File: src/rtl/core/kwm_pkg.sv
// shared types and codes of the k-way merge block
package kwm_pkg;

    // fixed beat field widths
    localparam int CMD_BITS     = 2;
    localparam int STATUS_BITS  = 2;
    localparam int RUN_BITS     = 3;
    localparam int KEY_BITS     = 32;
    localparam int PAYLOAD_BITS = 32;
    localparam int WAYS_BITS    = 4;

    // ways register value after reset
    localparam logic [WAYS_BITS-1:0] WAYS_RESET = 4'd8;

    // run report codes (any other code counts as a failure)
    localparam logic [CMD_BITS-1:0] CMD_TUPLE = 2'd0;
    localparam logic [CMD_BITS-1:0] CMD_END   = 2'd1;
    localparam logic [CMD_BITS-1:0] CMD_FAIL  = 2'd2;

    // result status codes
    localparam logic [STATUS_BITS-1:0] STAT_TUPLE = 2'd0;
    localparam logic [STATUS_BITS-1:0] STAT_DONE  = 2'd1;
    localparam logic [STATUS_BITS-1:0] STAT_FAIL  = 2'd2;

    // input beat
    typedef struct packed {
        logic [CMD_BITS-1:0]     command;
        logic [KEY_BITS-1:0]     key;
        logic [PAYLOAD_BITS-1:0] payload;
    } kwm_item_t;

    // output beat
    typedef struct packed {
        logic [STATUS_BITS-1:0]  status;
        logic [RUN_BITS-1:0]     run_number;
        logic [KEY_BITS-1:0]     out_key;
        logic [PAYLOAD_BITS-1:0] out_payload;
    } kwm_result_t;

    // sequencer states
    typedef enum logic [2:0] {
        ST_IDLE,
        ST_INS_CHK,
        ST_INS_CMP,
        ST_EMIT_RD,
        ST_EMIT_GET,
        ST_OUT
    } kwm_state_t;

endpackage

File: src/rtl/core/kwm_ram.sv
// generic single-write, single-read ram with registered read data
module kwm_ram #(
    parameter int WIDTH = 8,
    parameter int DEPTH = 8
)(
    input  logic                     clk,
    input  logic                     wr_en,
    input  logic [$clog2(DEPTH)-1:0] wr_addr,
    input  logic [WIDTH-1:0]         wr_data,
    input  logic                     rd_en,
    input  logic [$clog2(DEPTH)-1:0] rd_addr,
    output logic [WIDTH-1:0]         rd_data
);

    logic [WIDTH-1:0] mem [DEPTH];

    // write port
    always_ff @(posedge clk)
    begin
        if (wr_en)
        begin
            mem[wr_addr] <= wr_data;
        end
    end

    // registered read port
    always_ff @(posedge clk)
    begin
        if (rd_en)
        begin
            rd_data <= mem[rd_addr];
        end
    end

endmodule

File: src/rtl/core/k_way_merge_sorted_heads_top.sv
// k-way merge: a report is taken in ST_IDLE; a tuple adds an insertion that walks the
// sorted list from its tail, ST_INS_CHK then ST_INS_CMP per head moved past; a tuple or
// run end while merging or last in the load adds an emit: ST_EMIT_RD reads the head,
// ST_EMIT_GET pops it, ST_OUT waits for the output register; one report at a time
// async active-low reset: load phase, empty list, ways_in_use = 8; ram is not cleared
module k_way_merge_sorted_heads_top
    import kwm_pkg::*;
#(
    parameter int MAX_WAYS      = 8,
    parameter int KEY_WIDTH     = 32,
    parameter int PAYLOAD_WIDTH = 32
)(
    input  logic                 clk,
    input  logic                 rst_n,
    input  logic                 item_valid,
    output logic                 item_stall,
    input  kwm_item_t            item,
    output logic                 result_valid,
    input  logic                 result_stall,
    output kwm_result_t          result,
    input  logic                 cfg_valid,
    output logic                 cfg_ready,
    input  logic [WAYS_BITS-1:0] cfg_data
);

    localparam int IW      = $clog2(MAX_WAYS);
    localparam int CW      = $clog2(MAX_WAYS + 1);
    localparam int CMPW    = (CW > WAYS_BITS) ? CW : WAYS_BITS;
    localparam int KEY_EXT = (KEY_WIDTH > KEY_BITS) ? KEY_WIDTH : KEY_BITS;
    localparam int PAY_EXT = (PAYLOAD_WIDTH > PAYLOAD_BITS) ? PAYLOAD_WIDTH : PAYLOAD_BITS;
    localparam int RUN_EXT = (IW > RUN_BITS) ? IW : RUN_BITS;
    localparam int EW      = KEY_WIDTH + PAYLOAD_WIDTH + IW;

    kwm_state_t               state_reg, state_next;
    logic [WAYS_BITS-1:0]     ways_reg, ways_next;
    logic                     phase_reg, phase_next;
    logic [CW-1:0]            load_cnt_reg, load_cnt_next;
    logic [CW-1:0]            len_reg, len_next;
    logic [CW-1:0]            idx_reg, idx_next;
    logic [IW-1:0]            pend_reg, pend_next;
    logic [IW-1:0]            head_reg, head_next;
    logic                     emit_reg, emit_next;
    logic [IW-1:0]            nrun_reg, nrun_next;
    logic [KEY_WIDTH-1:0]     nkey_reg, nkey_next;
    logic [PAYLOAD_WIDTH-1:0] npay_reg, npay_next;
    logic [STATUS_BITS-1:0]   rstat_reg, rstat_next;
    logic [IW-1:0]            rrun_reg, rrun_next;
    logic [KEY_WIDTH-1:0]     rkey_reg, rkey_next;
    logic [PAYLOAD_WIDTH-1:0] rpay_reg, rpay_next;
    logic                     res_valid_reg, res_valid_next;
    kwm_result_t              res_data_reg, res_data_next;

    logic                     ram_we, ram_re;
    logic [IW-1:0]            ram_waddr, ram_raddr;
    logic [EW-1:0]            ram_wdata, ram_rdata;

    logic                     accept;
    logic                     is_fail;
    logic                     do_emit;
    logic                     list_full;
    logic                     out_free;
    logic                     key_shift;
    logic [IW-1:0]            run_sel;
    logic [CMPW-1:0]          ways_nz, eff_ways, cnt_inc;
    logic [KEY_EXT-1:0]       key_in_ext, key_out_ext;
    logic [PAY_EXT-1:0]       pay_in_ext, pay_out_ext;
    logic [RUN_EXT-1:0]       run_out_ext;
    logic [KEY_WIDTH-1:0]     rd_key;
    logic [PAYLOAD_WIDTH-1:0] rd_pay;
    logic [IW-1:0]            rd_run;
    logic [EW-1:0]            new_entry;
    logic [IW-1:0]            pos_at_idx, pos_before_idx, head_inc;

    // list position with wrap at the list capacity
    function automatic logic [IW-1:0] wrap_pos(input logic [IW:0] sum);
        logic [IW:0] adj;
        begin
            adj = sum - (IW+1)'(MAX_WAYS);
            wrap_pos = (sum >= (IW+1)'(MAX_WAYS)) ? adj[IW-1:0] : sum[IW-1:0];
        end
    endfunction

    // sorted list of run heads, circular from head_reg: {key, payload, run}
    kwm_ram #(
        .WIDTH (EW),
        .DEPTH (MAX_WAYS)
    ) u_list (
        .clk     (clk),
        .wr_en   (ram_we),
        .wr_addr (ram_waddr),
        .wr_data (ram_wdata),
        .rd_en   (ram_re),
        .rd_addr (ram_raddr),
        .rd_data (ram_rdata)
    );

    // handshake and port views
    assign accept       = item_valid && (state_reg == ST_IDLE);
    assign item_stall   = (state_reg != ST_IDLE);
    assign cfg_ready    = 1'b1;
    assign result_valid = res_valid_reg;
    assign result       = res_data_reg;
    assign out_free     = !res_valid_reg || !result_stall;

    // report decode and run selection
    assign is_fail = (item.command != CMD_TUPLE) && (item.command != CMD_END);
    assign run_sel = phase_reg ? pend_reg : load_cnt_reg[IW-1:0];

    // effective way count and end of load
    assign ways_nz   = (ways_reg == '0) ? CMPW'(1) : CMPW'(ways_reg);
    assign eff_ways  = (ways_nz > CMPW'(MAX_WAYS)) ? CMPW'(MAX_WAYS) : ways_nz;
    assign cnt_inc   = CMPW'(load_cnt_reg) + CMPW'(1);
    assign do_emit   = phase_reg || (cnt_inc >= eff_ways);
    assign list_full = (len_reg == CW'(MAX_WAYS));

    // width adaptation of key and payload
    assign key_in_ext  = KEY_EXT'(item.key);
    assign pay_in_ext  = PAY_EXT'(item.payload);
    assign key_out_ext = KEY_EXT'(rkey_reg);
    assign pay_out_ext = PAY_EXT'(rpay_reg);
    assign run_out_ext = RUN_EXT'(rrun_reg);

    // list entry fields
    assign rd_key    = ram_rdata[EW-1 -: KEY_WIDTH];
    assign rd_pay    = ram_rdata[IW +: PAYLOAD_WIDTH];
    assign rd_run    = ram_rdata[IW-1:0];
    assign new_entry = {nkey_reg, npay_reg, nrun_reg};
    assign key_shift = (rd_key >= nkey_reg);

    // list positions
    assign pos_at_idx     = wrap_pos((IW+1)'(head_reg) + (IW+1)'(idx_reg));
    assign pos_before_idx = wrap_pos((IW+1)'(head_reg) + (IW+1)'(idx_reg - CW'(1)));
    assign head_inc       = wrap_pos((IW+1)'(head_reg) + (IW+1)'(1));

    // next state
    always_comb
    begin
        state_next = state_reg;
        case (state_reg)
            ST_IDLE:
            begin
                if (accept)
                begin
                    if (is_fail)
                    begin
                        state_next = ST_OUT;
                    end
                    else if ((item.command == CMD_TUPLE) && !list_full)
                    begin
                        state_next = ST_INS_CHK;
                    end
                    else if (do_emit)
                    begin
                        state_next = ST_EMIT_RD;
                    end
                end
            end
            ST_INS_CHK:
            begin
                if (idx_reg == '0)
                begin
                    state_next = emit_reg ? ST_EMIT_RD : ST_IDLE;
                end
                else
                begin
                    state_next = ST_INS_CMP;
                end
            end
            ST_INS_CMP:
            begin
                if (key_shift)
                begin
                    state_next = ST_INS_CHK;
                end
                else
                begin
                    state_next = emit_reg ? ST_EMIT_RD : ST_IDLE;
                end
            end
            ST_EMIT_RD:
            begin
                state_next = (len_reg == '0) ? ST_OUT : ST_EMIT_GET;
            end
            ST_EMIT_GET:
            begin
                state_next = ST_OUT;
            end
            ST_OUT:
            begin
                if (out_free)
                begin
                    state_next = ST_IDLE;
                end
            end
            default:
            begin
                state_next = ST_IDLE;
            end
        endcase
    end

    // datapath, ram control and result staging
    always_comb
    begin
        ways_next      = cfg_valid ? cfg_data : ways_reg;
        phase_next     = phase_reg;
        load_cnt_next  = load_cnt_reg;
        len_next       = len_reg;
        idx_next       = idx_reg;
        pend_next      = pend_reg;
        head_next      = head_reg;
        emit_next      = emit_reg;
        nrun_next      = nrun_reg;
        nkey_next      = nkey_reg;
        npay_next      = npay_reg;
        rstat_next     = rstat_reg;
        rrun_next      = rrun_reg;
        rkey_next      = rkey_reg;
        rpay_next      = rpay_reg;
        res_valid_next = res_valid_reg && result_stall;
        res_data_next  = res_data_reg;
        ram_we         = 1'b0;
        ram_re         = 1'b0;
        ram_waddr      = pos_at_idx;
        ram_wdata      = new_entry;
        ram_raddr      = pos_before_idx;

        case (state_reg)
            ST_IDLE:
            begin
                if (accept)
                begin
                    // latch the report
                    nkey_next = key_in_ext[KEY_WIDTH-1:0];
                    npay_next = pay_in_ext[PAYLOAD_WIDTH-1:0];
                    nrun_next = run_sel;
                    idx_next  = len_reg;
                    emit_next = do_emit;
                    if (!phase_reg)
                    begin
                        load_cnt_next = load_cnt_reg + CW'(1);
                    end
                    // failure abandons the merge
                    if (is_fail)
                    begin
                        rstat_next    = STAT_FAIL;
                        rrun_next     = run_sel;
                        rkey_next     = '0;
                        rpay_next     = '0;
                        phase_next    = 1'b0;
                        load_cnt_next = '0;
                        len_next      = '0;
                        pend_next     = '0;
                    end
                end
            end
            ST_INS_CHK:
            begin
                // reached the front: place the new head here
                if (idx_reg == '0)
                begin
                    ram_we    = 1'b1;
                    ram_wdata = new_entry;
                    len_next  = len_reg + CW'(1);
                end
                else
                begin
                    ram_re = 1'b1;
                end
            end
            ST_INS_CMP:
            begin
                // move an equal or larger head back, else place the new one
                ram_we = 1'b1;
                if (key_shift)
                begin
                    ram_wdata = ram_rdata;
                    idx_next  = idx_reg - CW'(1);
                end
                else
                begin
                    ram_wdata = new_entry;
                    len_next  = len_reg + CW'(1);
                end
            end
            ST_EMIT_RD:
            begin
                if (len_reg == '0)
                begin
                    // list empty: merge finished
                    rstat_next    = STAT_DONE;
                    rrun_next     = '0;
                    rkey_next     = '0;
                    rpay_next     = '0;
                    phase_next    = 1'b0;
                    load_cnt_next = '0;
                    pend_next     = '0;
                end
                else
                begin
                    ram_re    = 1'b1;
                    ram_raddr = head_reg;
                end
            end
            ST_EMIT_GET:
            begin
                // pop the smallest head and wait for its run
                rstat_next = STAT_TUPLE;
                rrun_next  = rd_run;
                rkey_next  = rd_key;
                rpay_next  = rd_pay;
                head_next  = head_inc;
                len_next   = len_reg - CW'(1);
                pend_next  = rd_run;
                phase_next = 1'b1;
            end
            ST_OUT:
            begin
                if (out_free)
                begin
                    res_valid_next            = 1'b1;
                    res_data_next.status      = rstat_reg;
                    res_data_next.run_number  = run_out_ext[RUN_BITS-1:0];
                    res_data_next.out_key     = key_out_ext[KEY_BITS-1:0];
                    res_data_next.out_payload = pay_out_ext[PAYLOAD_BITS-1:0];
                end
            end
            default:
            begin
                ram_we = 1'b0;
            end
        endcase
    end

    // control registers
    always_ff @(posedge clk or negedge rst_n)
    begin
        if (!rst_n)
        begin
            state_reg     <= ST_IDLE;
            ways_reg      <= WAYS_RESET;
            phase_reg     <= 1'b0;
            load_cnt_reg  <= '0;
            len_reg       <= '0;
            idx_reg       <= '0;
            pend_reg      <= '0;
            head_reg      <= '0;
            emit_reg      <= 1'b0;
            res_valid_reg <= 1'b0;
        end
        else
        begin
            state_reg     <= state_next;
            ways_reg      <= ways_next;
            phase_reg     <= phase_next;
            load_cnt_reg  <= load_cnt_next;
            len_reg       <= len_next;
            idx_reg       <= idx_next;
            pend_reg      <= pend_next;
            head_reg      <= head_next;
            emit_reg      <= emit_next;
            res_valid_reg <= res_valid_next;
        end
    end

    // payload registers
    always_ff @(posedge clk)
    begin
        nrun_reg     <= nrun_next;
        nkey_reg     <= nkey_next;
        npay_reg     <= npay_next;
        rstat_reg    <= rstat_next;
        rrun_reg     <= rrun_next;
        rkey_reg     <= rkey_next;
        rpay_reg     <= rpay_next;
        res_data_reg <= res_data_next;
    end

endmodule

File: config.mk
export PLATFORM = sky130hd
export DESIGN_NAME = k_way_merge_sorted_heads_top
export DESIGN_NICKNAME = d
export VERILOG_FILES = /design/src/rtl/core/kwm_pkg.sv /design/src/rtl/core/kwm_ram.sv /design/src/rtl/core/k_way_merge_sorted_heads_top.sv
export SDC_FILE = /design/constraint.sdc
export NUM_CORES = 1
export LEC_CHECK = 0
export ABC_CLOCK_PERIOD_IN_PS = 12290
export BUFFER_PORTS_ARGS = -buffer_cell sky130_fd_sc_hd__buf_2
export CORE_ASPECT_RATIO = 1.5
export CORE_UTILIZATION = 37
export CTS_CLUSTER_SIZE = 24
export DETAILED_ROUTE_END_ITERATION = 10
export GPL_TIMING_DRIVEN = 1
export SYNTH_ARGS = -nofsm -noshare
export SYNTH_HDL_FRONTEND = slang
export SYNTH_SLANG_ARGS = --single-unit
File: constraint.sdc
create_clock -name clk -period 12.29 [get_ports clk]
set_clock_uncertainty 0.2 [all_clocks]
set_input_delay 0.6145 -clock clk [delete_from_list [all_inputs] [get_ports clk]]
set_output_delay 0.6145 -clock clk [all_outputs]
set_load 0.05 [all_outputs]
==> flow_summary.ini <==
[die]
start_util = 0.374
io-pin-count = 147
die_w_um = 245
core_area_um2 = 87700
die_height_um = 367
die-area_um2 = 89800
num_rows = 133

[layout]
n_antenna_cell = 0
area.growth.synth_to_final_pct = 15.2
nNetsFinal = 1941
fill_cells = 7528
layout-drive-gt1-share = 0.261
largest_register_ffs = 536
final_util = 0.431
layout_commonest_cell = edfxtp_1
regMostFlops = u_list.mem
final_cell_mix = edfxtp_1, buf_2, mux4_2

[placed_design]
port_buffers = 145
dpl_worst_slack_ps = 7500
gp_congestion = 0.759
dp_hpwl_mm = 38.8

[cts]
cts_hold_buf = 69
clk_path_buf_depth = 3
cts_buffers = 78
cts_sinks = 836
ctsHtreeMaxLevel = 3
clk_pin_slew_ps = 60
cts_tree = done
cts_setup_buffers = 0
ctsResizeCount = 0
clk-insertion-delay-late_ps = 660
root_buffer = clkbuf_16

[routing]
wl_per_cell_um = 23.4
first_pass_iters = 7
finalWirelength_mm = 70.8
drtIter0Drc = 994
drc = 0
antenna_left = 0
via_per_inst = 5.12
vias = 15500

[grt]
grt_max_degree = 101
grt_use_total = 0.160
grt_pass1_vias = 16700
grt_first_pass_wirelength_mm = 106
overflow = 0
antenna_found_initial = 0

[worst_setup_path]
critPathKind = reg -> reg
r2r-start = state_reg[2]
crit_path_cell_trace = nand3b_4, inv_4, nand2_4, nor2_1, a21oi_4, buf_4, buf_4, mux4_2, mux2_4
worstSetupStartpoint = state_reg[2]
max_stage_delay_ps = 1080
cpMaxStageDelayCell = dfrtp_4
cp.arrival_ps = 4940
crit_path_frequent_cell = buf_4
start_kind = flop
endpoint_kind = flop
worstPathRequired_ps = 12480
path_max_fanout = 78

[logic_synthesis]
yosys_warnings = 0
ys_async_sr_fraction = 0.0335
synth_edf_count = 808
synth_nets = 1690
syn_area_um2 = 32800
syn_area_per_cell_um2 = 20.9
seq_area_frac_synth = 0.762
synth_cells = 1569
synth_cell_types = 67
synth-main-ff-cell = edfxtp_1
synth_seq_cells = 836

[sta]
setup_viol = 0
setup_tns_ps = 0
slew_violations = 0
period_share = 0.387
grt_setup_unrepaired = false
max_freq_mhz = 211
tightest_slew_ps = 1090
hold_viol = 0
min_period_ps = 4750
relSlewSlack = 0.273
final.setup.worst_slack_ps = 7540

[run_status]
status = finished, final reports clean

[power]
peakVddDrop_v = 0.000317
powerDensity_nw_per_um2 = 310
leakage_nw = 13.1

[hold_path]
hold_class = in -> reg
hp-start = item[20]

[flow_run]
drv_cap = 0
==> cell families (layout without fill, tap and decap cells) <==
family | count (synthesis) | in the layout | synth area share
DFF | 836 | 836 | 0.762
muxes | 244 | 244 | 0.140
and+or+nand+nor | 199 | 199 | 0.0316
buffers and inverters | 117 | 425 | 0.0239
AOI/OAI and AO/OA | 114 | 114 | 0.0213
adders and majority gates | 46 | 46 | 0.0182
xor gates and xnor gates | 12 | 12 | 0.00321
other | 1 | 1 | 0.000114
==> per-layer routing <==
metal | track usage | part of all wire
met5 | 0 | 0
met4 | 0.0511 | 0.021
met2 | 0.279 | 0.52
met1 | 0.204 | 0.42
met3 | 0.0231 | 0.039
==> final timing paths <==
path / endpoint / slack, ps / cells after the start
max: u_list.rd_data[12] / 7540 / 9
min: npay_reg[20] / 30 / 1
max reg2reg: u_list.rd_data[12] / 7540 / 9
min reg2reg: result[65] / 220 / 0
max in group asynchronous: state_reg[2] / 11040 / 2
min in group asynchronous: load_cnt_reg[0] / 330 / 2
==> layout make-up <==
type,instances,area (µm²),area share
sequential,836,25000,0.661
multi-input combinational,616,7140,0.189
clock buffer,98,2060,0.0545
timing repair buffer,239,1620,0.0428
tap,1147,1440,0.0380
clock inverter,39,369,0.00977
inverter,49,191,0.00507
==> cell usage after synthesis (3+ instances only) <==
cell type	count	area [µm²]
and3_1	65	407
clkbuf_8	13	179
o211ai_1	3	22.5
o21ai_0	50	250
dfrtp_1	27	676
mux2_2	15	169
nor3_1	11	55.1
nand2_1	66	248
inv_1	48	180
edfxtp_1	808	24300
xor2_1	3	26.3
a22o_1	6	52.6
nor2_1	24	90.1
ha_1	43	538
buf_2	12	60.1
mux2_4	60	901
a21oi_1	26	130
mux4_1	27	709
xnor2_1	9	78.8
nand4_1	4	25.0
nor4_1	3	18.8
nand3_1	7	35.0
o31ai_1	4	30.0
o2bb2ai_1	3	26.3
mux2_1	33	372
nor2b_1	3	18.8
fa_1	3	60.1
buf_6	7	78.8
mux4_2	107	2410
a21o_1	3	22.5
buf_4	6	45.0
buf_12	7	140
clkbuf_1	21	78.8
==> worst max-delay path: cells and delay by family (launching register included) <==
kind	cells	cell delay (ps)
AOI/OAI and AO/OA	1	110
and+or+nand+nor	3	530
DFF	1	1080
muxes	2	690
buffers and inverters	3	1760
==> power by group <==
part	leakage (nW)	switching, mW	internal (mW)
Combinational	4.17	2.51	2.40
Sequential	7.73	0.305	4.18
Clock	1.18	1.05	1.28
Total	13.1	3.87	7.86
==> through the flow <==
stage                     instances  hold slack, ps  total power [mW]  instance area [µm²]
after CTS                      3024            2.87              11.9                37800
after global placement         2818             205              9.40                34700
final                          3024            29.4              11.7                37800
after global routing           3024            13.2              12.3                37800
after detailed placement       2818             205              9.54                34700
after floorplan                1569             119              8.60                32800
No activity file was read; power rests on OpenSTA's default activity.
